--- src/rtl/kbs_pkg.sv ---
package kbs_pkg;

    // op codes of an input beat
    localparam logic [1:0] OP_PUSH = 2'd0;
    localparam logic [1:0] OP_TICK = 2'd1;
    localparam logic [1:0] OP_ACK  = 2'd2;

    // frame layout in half-bits: start pair, data pairs, parity pair, then stop halves
    localparam int START_HALVES    = 2;
    localparam int DATA_HALF_END   = 18;
    localparam int PARITY_HALF_END = 20;

    // input beat
    typedef struct packed {
        logic [1:0] op;
        logic [7:0] key_code;
    } t_in_beat;

    // result beat
    typedef struct packed {
        logic line_bit;
        logic frame_latched;
        logic frame_busy;
    } t_out_beat;

    // classified command from front to back
    typedef struct packed {
        logic       push;
        logic       tick;
        logic       ack;
        logic [7:0] key_code;
    } t_cmd;

endpackage

--- src/rtl/kbs_front.sv ---
module kbs_front (
    input  logic            i_clk,
    input  logic            i_rst_n,
    input  logic            i_in_valid,
    output logic            o_in_stall,
    input  kbs_pkg::t_in_beat i_in_data,
    output logic            o_cmd_valid,
    input  logic            i_cmd_ready,
    output kbs_pkg::t_cmd   o_cmd
);

    logic          r_wr_ptr;
    logic          r_rd_ptr;
    logic [1:0]    r_count;
    kbs_pkg::t_cmd r_slot [2];
    kbs_pkg::t_cmd w_cmd;
    logic          w_push;
    logic          w_pop;

    // classify the op into one-hot command flags, unused code does nothing
    always_comb begin
        w_cmd          = '0;
        w_cmd.key_code = i_in_data.key_code;
        case (i_in_data.op)
            kbs_pkg::OP_PUSH: w_cmd.push = 1'b1;
            kbs_pkg::OP_TICK: w_cmd.tick = 1'b1;
            kbs_pkg::OP_ACK:  w_cmd.ack  = 1'b1;
            default:          w_cmd      = '0;
        endcase
    end

    // two-entry command queue
    assign o_in_stall  = (r_count == 2'd2);
    assign o_cmd_valid = (r_count != 2'd0);
    assign o_cmd       = r_slot[r_rd_ptr];
    assign w_push      = i_in_valid && !o_in_stall;
    assign w_pop       = o_cmd_valid && i_cmd_ready;

    always_ff @(posedge i_clk) begin
        if (w_push) begin
            r_slot[r_wr_ptr] <= w_cmd;
        end
    end

    always_ff @(posedge i_clk) begin
        if (!i_rst_n) begin
            r_wr_ptr <= 1'b0;
            r_rd_ptr <= 1'b0;
            r_count  <= 2'd0;
        end else begin
            if (w_push) begin
                r_wr_ptr <= !r_wr_ptr;
            end
            if (w_pop) begin
                r_rd_ptr <= !r_rd_ptr;
            end
            case ({w_push, w_pop})
                2'b10:   r_count <= r_count + 2'd1;
                2'b01:   r_count <= r_count - 2'd1;
                default: r_count <= r_count;
            endcase
        end
    end

endmodule

--- src/rtl/kbs_back.sv ---
module kbs_back #(
    parameter int QUEUE_DEPTH     = 16,
    parameter int STOP_HALF_PAIRS = 11
) (
    input  logic              i_clk,
    input  logic              i_rst_n,
    input  logic              i_cmd_valid,
    output logic              o_cmd_ready,
    input  kbs_pkg::t_cmd     i_cmd,
    output logic              o_out_valid,
    input  logic              i_out_stall,
    output kbs_pkg::t_out_beat o_out_data
);

    localparam int AW           = $clog2(QUEUE_DEPTH);
    localparam int FRAME_HALVES = kbs_pkg::PARITY_HALF_END + 2 * STOP_HALF_PAIRS;
    localparam int PW           = $clog2(FRAME_HALVES + 2);

    logic [7:0]    r_key_store [QUEUE_DEPTH];
    logic [AW-1:0] r_head, n_head;
    logic [AW-1:0] r_tail, n_tail;
    logic [7:0]    r_sending_key;
    logic [PW-1:0] r_pos, n_pos;
    logic          r_latch, n_latch;
    logic          r_line, n_line;
    logic          r_out_valid;
    kbs_pkg::t_out_beat r_out;
    logic          w_fire;
    logic          w_start;
    logic [PW-1:0] w_eff_pos;

    // line level of half-bit h for key k
    function automatic logic frame_half(input logic [7:0] k, input logic [PW-1:0] h);
        logic [PW-1:0] hm2;
        logic          bitv;
        hm2  = h - PW'(kbs_pkg::START_HALVES);
        bitv = 1'b0;
        if (h < PW'(kbs_pkg::START_HALVES)) begin
            return (h == '0);
        end
        if (h < PW'(kbs_pkg::DATA_HALF_END)) begin
            bitv = k[hm2[3:1]];
        end else if (h < PW'(kbs_pkg::PARITY_HALF_END)) begin
            bitv = ^k;
        end else begin
            return 1'b0;
        end
        return h[0] ? !bitv : bitv;
    endfunction

    // execute when the result register is free or being drained
    assign o_cmd_ready = !r_out_valid || !i_out_stall;
    assign w_fire      = i_cmd_valid && o_cmd_ready;
    assign w_start     = i_cmd.tick && (r_head != r_tail) && (r_pos == '0) && !r_latch;
    assign w_eff_pos   = w_start ? PW'(1) : r_pos;

    // next state of the link
    always_comb begin
        n_head  = r_head;
        n_tail  = r_tail;
        n_pos   = r_pos;
        n_latch = r_latch;
        n_line  = r_line;
        if (i_cmd.push) begin
            n_tail = (r_tail == AW'(QUEUE_DEPTH - 1)) ? '0 : r_tail + 1'b1;
        end
        if (i_cmd.tick) begin
            if (w_start) begin
                n_head  = (r_head == AW'(QUEUE_DEPTH - 1)) ? '0 : r_head + 1'b1;
                n_latch = 1'b1;
            end
            if (w_eff_pos != '0) begin
                n_line = frame_half(r_sending_key, w_eff_pos - 1'b1);
                n_pos  = (w_eff_pos == PW'(FRAME_HALVES)) ? '0 : w_eff_pos + 1'b1;
            end
        end
        if (i_cmd.ack) begin
            n_latch = 1'b0;
        end
    end

    // key store write on push, registered read on frame start
    always_ff @(posedge i_clk) begin
        if (w_fire && i_cmd.push) begin
            r_key_store[r_tail] <= i_cmd.key_code;
        end
        if (w_fire && w_start) begin
            r_sending_key <= r_key_store[r_head];
        end
    end

    // result payload
    always_ff @(posedge i_clk) begin
        if (w_fire) begin
            r_out.line_bit      <= n_line;
            r_out.frame_latched <= n_latch;
            r_out.frame_busy    <= (n_pos != '0);
        end
    end

    // control state
    always_ff @(posedge i_clk) begin
        if (!i_rst_n) begin
            r_head      <= '0;
            r_tail      <= '0;
            r_pos       <= '0;
            r_latch     <= 1'b0;
            r_line      <= 1'b0;
            r_out_valid <= 1'b0;
        end else begin
            if (w_fire) begin
                r_head  <= n_head;
                r_tail  <= n_tail;
                r_pos   <= n_pos;
                r_latch <= n_latch;
                r_line  <= n_line;
            end
            if (o_cmd_ready) begin
                r_out_valid <= i_cmd_valid;
            end
        end
    end

    assign o_out_valid = r_out_valid;
    assign o_out_data  = r_out;

endmodule

--- src/rtl/keyboard_biphase_frame_serializer_unit.sv ---
// keyboard bi-phase frame serializer
// input channel (i_in_valid / o_in_stall / i_in_data) takes one op per beat:
// push a key byte into the circular key queue, tick one half-bit time, or
// acknowledge the latched key. output channel (o_out_valid / i_out_stall /
// o_out_data) returns one beat per input beat: line level, latch and busy.
// a frame is 20 + 2*STOP_HALF_PAIRS half-bits, one per tick.
// a result is offered once its input beat has passed the front command queue
// and then the back result register.
// throughput: one beat per cycle unless the receiver stalls, set by the
// back state update; front queue and result register decouple the sides.
// reset: key queue empty, line low, latch clear, no frame, no beats pending.
// when the receiver stalls the result beat holds, the front queue fills and
// o_in_stall rises once it holds two commands.
module keyboard_biphase_frame_serializer_unit #(
    parameter int QUEUE_DEPTH     = 16,
    parameter int STOP_HALF_PAIRS = 11
) (
    input  logic               i_clk,
    input  logic               i_rst_n,
    input  logic               i_in_valid,
    output logic               o_in_stall,
    input  kbs_pkg::t_in_beat  i_in_data,
    output logic               o_out_valid,
    input  logic               i_out_stall,
    output kbs_pkg::t_out_beat o_out_data
);

    logic          w_cmd_valid;
    logic          w_cmd_ready;
    kbs_pkg::t_cmd w_cmd;

    // classify and queue
    kbs_front u_front (
        .i_clk       (i_clk),
        .i_rst_n     (i_rst_n),
        .i_in_valid  (i_in_valid),
        .o_in_stall  (o_in_stall),
        .i_in_data   (i_in_data),
        .o_cmd_valid (w_cmd_valid),
        .i_cmd_ready (w_cmd_ready),
        .o_cmd       (w_cmd)
    );

    // key queue and frame shifter
    kbs_back #(
        .QUEUE_DEPTH     (QUEUE_DEPTH),
        .STOP_HALF_PAIRS (STOP_HALF_PAIRS)
    ) u_back (
        .i_clk       (i_clk),
        .i_rst_n     (i_rst_n),
        .i_cmd_valid (w_cmd_valid),
        .o_cmd_ready (w_cmd_ready),
        .i_cmd       (w_cmd),
        .o_out_valid (o_out_valid),
        .i_out_stall (i_out_stall),
        .o_out_data  (o_out_data)
    );

endmodule

--- config.mk ---
export PLATFORM = sky130hd
export DESIGN_NAME = keyboard_biphase_frame_serializer_unit
export DESIGN_NICKNAME = d
export VERILOG_FILES = /design/src/rtl/kbs_pkg.sv /design/src/rtl/kbs_front.sv /design/src/rtl/kbs_back.sv /design/src/rtl/keyboard_biphase_frame_serializer_unit.sv
export SDC_FILE = /design/constraint.sdc
export NUM_CORES = 1
export LEC_CHECK = 0
export BUFFER_PORTS_ARGS = -buffer_cell sky130_fd_sc_hd__buf_2
export CORE_MARGIN = 2
export CORE_UTILIZATION = 55
export CTS_BUF_LIST = sky130_fd_sc_hd__clkbuf_16
export DETAILED_ROUTE_END_ITERATION = 8
export GPL_ROUTABILITY_DRIVEN = 0
export GPL_TIMING_DRIVEN = 0
export HOLD_SLACK_MARGIN = 0.02
export PLACE_DENSITY = 0.74
export RECOVER_POWER = 100
export SLEW_MARGIN = 20
export SYNTH_ARGS = -nofsm -noshare
export SYNTH_HDL_FRONTEND = slang
export SYNTH_SLANG_ARGS = --single-unit
--- constraint.sdc ---
create_clock -name i_clk -period 3.5 [get_ports i_clk]
set_input_delay 0.875 -clock i_clk [delete_from_list [all_inputs] [get_ports i_clk]]
set_output_delay 0.875 -clock i_clk [all_outputs]
set_load 0.01 [all_outputs]
==> results.py, run 1 <==
metrics = {
    "synthesis": {
        "ys_ff_latch": 183,
        "synth_edf_count": 161,
        "syn-num-nets": 482,
        "synth.avg_cell_area_um2": 17.0,
        "ys_async_sr_fraction_pct": 0,
        "synth_warnings": 0,
        "synth-main-ff-cell": "edfxtp_1",
        "synth_area_mm2": 0.00774,
        "syn_inst": 456,
        "synthTopCellsByArea": "edfxtp_1 62%, mux4_2 13%, dfxtp_1 5.7%, xnor2_1 2.0%, ha_1 1.9%",
        "synth_top_area_share_pct": 62.4,
        "yosysMostFrequentCell": "edfxtp_1",
        "yosys.cell_types.count": 47,
        "yosysTopAreaCell": "edfxtp_1",
        "synth-seq-area-share_pct": 68.1,
        "synth_common_cells": "161 x edfxtp_1, 43 x mux4_2, 25 x nor2_1, 24 x nand2_1, 22 x dfxtp_1",
    },
    "floorplanning": {
        "core_area_mm2": 0.0138,
        "io_pins": 19,
        "die_w_um": 123,
        "rows": 43,
        "die-area_mm2": 0.0150,
        "die_h_um": 123,
        "start_util_pct": 56.0,
    },
    "worst_setup_path": {
        "worstPathRequired_ns": 3.65,
        "crit_type": "flop to flop",
        "startpoint_type": "flop",
        "setup.worst_path.end_class": "flop",
        "worst_ep_arrival_time_ns": 3.50,
        "crit_fanout": 9,
    },
    "cells_and_area": {
        "nets": 530,
        "drive_above_1_share_pct": 22.8,
        "fillers": 920,
        "area_growth_pct": 14.8,
        "fin_util_pct": 64.3,
        "fin_cells": 697,
        "diodes": 0,
    },
    "drt": {
        "wire_per_inst_um": 21.0,
        "vias": 4080,
        "drt-initial-drc-count": 411,
        "drc_errors": 0,
        "finalWirelength_um": 14700,
        "viasPerCell": 5.85,
        "antenna_left": 0,
        "drtPass1Iterations": 5,
    },
    "global_route": {
        "grt_util_met2_pct": 34.7,
        "grt.overflow.total": 0,
        "globalRouteMet3Util_pct": 4.55,
        "grt_max_degree": 17,
        "grt_pass1_vias": 4158,
        "grt_pass1_wl_um": 23100,
        "gr-usage-met1_pct": 28.9,
        "antenna_found_initial": 0,
        "top_usage_layer": "met2",
        "grt_usage_pct": 21.5,
    },
    "run_status": {
        "run_status": "finished clean",
    },
    "timing": {
        "relSlewSlack_pct": 31.8,
        "worst_slew_pin_slew_ns": 1.02,
        "fin_crit_sh_pct": 95.8,
        "fin_skew_ns": 0.00598,
        "slew_viol_final": 0,
        "period_needed_ns": 3.35,
        "hold_ws_ns": 0.484,
        "hold_viol_final": 0,
        "fmax_ghz": 0.298,
        "setup_violations": 0,
        "fin_setup_tns_ns": 0,
    },
    "clock_network": {
        "ctsHtreeMaxLevel": 4,
        "cts_max_path_buffers": 2,
        "cts_num_sinks": 183,
        "postCtsHoldBufs": 0,
        "path_clk_slew_ns": 0.07,
        "cts_tree": "done",
        "cts-root-buf": "clkbuf_16",
        "clk_latency_ns": 0.42,
        "cts_buffers": 17,
    },
    "placement": {
        "port_buffers": 18,
        "dpl.hpwl_um": 9510,
        "dp.cells": 654,
    },
    "pwr": {
        "power.leakage_nw": 2.87,
        "ir_worst_vdd_mv": 0.537,
        "pwr_density_cell_mw_per_mm2": 656,
        "p_total_mw": 5.83,
    },
    "worst_hold_path": {
        "hold_class": "flop to flop",
    },
    "run": {
        "cap_violations": 0,
    },
}
[layout by cell type, fill, tap and decap left out, types with 4 or more instances in the layout]
master and instances:
a21boi_0 7, xnor2_1 17, mux2i_1 8, edfxtp_1 161
nor2b_1 7, buf_2 10, clkbuf_16 17, nand2_1 24
and2_1 4, and2_0 13, nor3_1 4, mux4_2 43
bufinv_16 4, buf_4 12, nand3_1 5, mux2_1 8
nor3_2 5, inv_1 9, ha_1 9, clkinv_1 4
o21ai_0 13, nand2b_1 4, nor2_1 25, dfxtp_1 20
a21oi_1 4, or3_1 5, clkbuf_1 23
[cell type report]
type                    instances  area [um^2]  area share [%]
inverters                       9         33.8           0.380
clock inverters                15          183            2.06
plain buffers                  20         97.6            1.10
multi-input cells             243         2480            27.9
clock buffers                  17          425            4.79
well taps                     180          225            2.53
repair buffers                 30          170            1.91
flip-flops and latches        183         5280            59.4
[through the flow]
step	setup WS, ns	area, um^2
5_1_grt	-0.0215	8890
3_3_place_gp	-0.444	8060
4_1_cts	0.0169	8790
3_5_place_dp	-0.483	8080
6_report	0.148	8890
2_1_floorplan	0.0591	7750
[per-layer routing]
layer / share of wire, % / wire (um) / up-vias
li1: - / - / 1854
met1: 43 / 6240 / 2040
met2: 50 / 7280 / 149
met3: 5.1 / 744 / 37
met4: 2.7 / 390 / 0
met5: 0 / 0 / -
[power by group]
part | total (mW) | switching (mW) | internal [mW] | leakage (nW)
Clock | 1.95 | 0.767 | 1.18 | 0.293
Sequential | 2.74 | 0.0591 | 2.69 | 1.64
Combinational | 1.14 | 0.668 | 0.469 | 0.927
[logic make-up (layout without fill, tap and decap cells)]
family	Yosys count	after routing	share of synthesized area, %
AO/OA/AOI/OAI	37	37	3.07
XOR/XNOR	25	25	3.01
adder cells (fa/ha/maj)	12	12	1.94
buffers and inverters	30	91	1.55
flip-flops	183	183	68.1
multiplexers	60	60	14.9
AND/OR/NAND/NOR	109	109	7.45
[registers in the layout, summed over array words and instances, names as in the netlist, named ones only]
signal and cells:
u_back.o_out_valid 1, u_back.r_head 4, u_front.r_rd_ptr 1, u_back.r_pos 6, u_back.r_tail 4, u_back.r_latch 1
u_front.r_wr_ptr 1, u_front.r_count 2, u_back.o_out_data 3, u_back.r_key_store 128, u_back.r_line 1, u_front.r_slot 22
u_back.r_sending_key 8
[repair_timing]
item	4_1_cts	5_1_grt
buffers inserted	4	8
setup endpoints to repair	2	2
pin swaps	4	11
gates resized for setup	14	11
[final timing paths]
kind	to	cells past startpoint	from	slack [ns]
hold reg to reg	u_back.o_out_valid	2	u_back.o_out_valid	0.48
setup / recovery	u_back.o_out_data[2]	15	u_back.r_tail[3]	0.15
setup reg to reg	u_back.o_out_data[2]	15	u_back.r_tail[3]	0.15
hold / removal	u_back.o_out_valid	2	u_back.o_out_valid	0.48
[critical path: stages, from the launching register on]
cell      delay (ns)
dfxtp_1         0.30
buf_4           0.18
xor2_1          0.17
nor4_4          0.37
nor4b_4         0.10
nor2_4          0.23
ha_4            0.26
inv_1           0.10
ha_4            0.15
mux4_2          0.49
nor2_1          0.11
a21oi_1         0.06
xnor2_1         0.19
nor3_2          0.06
a211oi_2        0.21
o22ai_1         0.12
Power figures use the tool's default switching activity.
==> inputs of run 2 (changes only) <==
--- a/config.mk
+++ b/config.mk
@@ -6,14 +6,16 @@
 export NUM_CORES = 1
 export LEC_CHECK = 0
 export BUFFER_PORTS_ARGS = -buffer_cell sky130_fd_sc_hd__buf_2
+export CELL_PAD_IN_SITES_DETAIL_PLACEMENT = 1
+export CELL_PAD_IN_SITES_GLOBAL_PLACEMENT = 2
 export CORE_MARGIN = 2
-export CORE_UTILIZATION = 55
+export CORE_UTILIZATION = 43
 export CTS_BUF_LIST = sky130_fd_sc_hd__clkbuf_16
 export DETAILED_ROUTE_END_ITERATION = 8
 export GPL_ROUTABILITY_DRIVEN = 0
 export GPL_TIMING_DRIVEN = 0
 export HOLD_SLACK_MARGIN = 0.02
-export PLACE_DENSITY = 0.74
+export PLACE_DENSITY_LB_ADDON = 0.1
 export RECOVER_POWER = 100
 export SLEW_MARGIN = 20
 export SYNTH_ARGS = -nofsm -noshare
==> results.py, run 2 (synthesized netlist as in run 1, its figures left out) <==
metrics = {
    "cells_and_area": {
        "final_area_mm2": 0.00889,
        "layout_common_cells": "161 x edfxtp_1, 43 x mux4_2, 27 x clkbuf_1",
        "fillers": 1682,
        "drive_above_1_share_pct": 23.1,
        "diodes": 0,
        "top_register": "u_back.r_key_store",
        "nets": 536,
        "area_growth_pct": 14.9,
        "mostFrequentLayoutCell": "edfxtp_1",
        "fin_util_pct": 49.8,
        "reg_top3": "u_back.r_key_store x128, u_front.r_slot x22, u_back.r_sending_key x8",
        "largest_reg_flops": 128,
    },
    "floorplanning": {
        "rows": 49,
        "die_w_um": 138,
        "io_pins": 19,
        "core_area_mm2": 0.0178,
        "die-area_mm2": 0.0191,
        "start_util_pct": 43.4,
        "die_h_um": 138,
    },
    "drt": {
        "finalWirelength_um": 16800,
        "drtPass1Iterations": 4,
        "wire_per_inst_um": 22.4,
        "drc_errors": 0,
        "viasPerCell": 5.51,
        "drt-initial-drc-count": 348,
        "antenna_left": 0,
        "vias": 4145,
    },
    "worst_setup_path": {
        "worstPathRequired_ns": 3.66,
        "crit_type": "flop to flop",
        "max_stage_delay_ns": 0.51,
        "crit_fanout": 6,
        "startpoint_type": "flop",
        "cpLargestDelayFamily": "simple AND/OR/NAND/NOR gates",
        "reg2reg_slack_ns": 0.19,
        "critical_path.cell_chain": "xor2_2 > nor4_4 > nor4b_4 > nor2_4 > ha_4 > xnor2_2 > ha_2 > mux4_2 > nor2_1 > a21oi_1 > xnor2_1 > nor3_1 > a211oi_2 > o22ai_1",
        "worst_ep_arrival_time_ns": 3.48,
        "cp_num_buf_inv": 0,
        "slowest_stage": "dfxtp_1",
        "setup.worst_path.end_class": "flop",
    },
    "placement": {
        "place_area_mm2": 0.00817,
        "port_buffers": 18,
        "dpl.hpwl_um": 11600,
    },
    "global_route": {
        "grt_pass1_vias": 4333,
        "antenna_found_initial": 0,
        "grt_pass1_wl_um": 26400,
        "grt_usage_pct": 18.7,
        "grt.overflow.total": 0,
        "grt_max_degree": 18,
    },
    "pwr": {
        "ir_worst_vdd_mv": 0.351,
        "p_total_mw": 5.68,
        "pwr_density_cell_mw_per_mm2": 638,
        "power.leakage_nw": 2.85,
    },
    "clock_network": {
        "ctsHtreeMaxLevel": 4,
        "clk_latency_ns": 0.43,
        "cts_max_path_buffers": 2,
        "cts_num_sinks": 183,
        "postCtsHoldBufs": 0,
        "cts_tree": "done",
        "cts-root-buf": "clkbuf_16",
        "path_clk_slew_ns": 0.07,
        "cts_buffers": 17,
    },
    "timing": {
        "fin_crit_sh_pct": 94.7,
        "fin_setup_tns_ns": 0,
        "relSlewSlack_pct": 29.8,
        "hold_viol_final": 0,
        "slew_viol_final": 0,
        "period_needed_ns": 3.31,
        "fin_skew_ns": 0.0113,
        "setup_violations": 0,
        "fmax_ghz": 0.302,
        "hold_ws_ns": 0.481,
        "worst_slew_pin_slew_ns": 1.05,
    },
    "run": {
        "cap_violations": 0,
    },
    "run_status": {
        "run_status": "finished clean",
    },
    "worst_hold_path": {
        "hold_class": "flop to flop",
    },
}
==> run 2: power breakdown <==
part	switching (mW)	leakage, nW	internal, mW
logic	0.682	0.931	0.455
registers	0.0625	1.65	2.68
clock network	0.865	0.272	0.928
==> run 2: per-stage QoR <==
| step | std cells | worst slack, ns |
|---|---|---|
| finish | 752 | 0.187 |
| global route | 752 | -0.0175 |
| CTS | 742 | 0.0154 |
| detailed placement | 707 | -0.616 |
| global placement | 703 | -0.536 |
| floorplan | 456 | 0.0591 |
==> run 2: worst register-to-register path, stage by stage (launching register included) <==
cell	delay [ns]
dfxtp_1	0.51
xor2_2	0.21
nor4_4	0.08
nor4b_4	0.34
nor2_4	0.12
ha_4	0.20
xnor2_2	0.16
ha_2	0.23
mux4_2	0.49
nor2_1	0.11
a21oi_1	0.06
xnor2_1	0.16
nor3_1	0.07
a211oi_2	0.20
o22ai_1	0.11
==> run 2: timing repair <==
| action | in CTS | in global routing |
|---|---|---|
| pin swaps | 3 | 10 |
| gates resized for setup | 16 | 13 |
| setup endpoints to repair | 2 | 2 |
| setup buffers | 4 | 10 |
| cloned | 0 | 0 |
==> run 2: final timing paths <==
| kind | start | to | cells after the start |
|---|---|---|---|
| setup / recovery | u_back.r_tail[0] | u_back.o_out_data[2] | 14 |
| hold / removal | u_back.r_line | u_back.r_line | 2 |
| setup reg to reg | u_back.r_tail[0] | u_back.o_out_data[2] | 14 |
| hold reg to reg | u_back.r_line | u_back.r_line | 2 |
==> run 2: cell type report <==
type / instances / area, um^2 / share of cell area [%]
Sequential cell: 183 / 5280 / 59.4
Multi-Input combinational cell: 243 / 2430 / 27.3
Clock buffer: 17 / 425 / 4.78
Tap cell: 229 / 287 / 3.22
Timing Repair Buffer: 36 / 200 / 2.25
Clock inverter: 15 / 121 / 1.36
Buffer: 20 / 114 / 1.28
Inverter: 9 / 33.8 / 0.380
==> run 2: per-layer routing <==
layer,vias to the layer above,GRT usage (%),wire length (um)
met2,87,30.1,8260
met5,-,0,0
met1,2161,26.1,7510
met3,19,3.64,795
met4,0,5.80,265
li1,1878,-,-
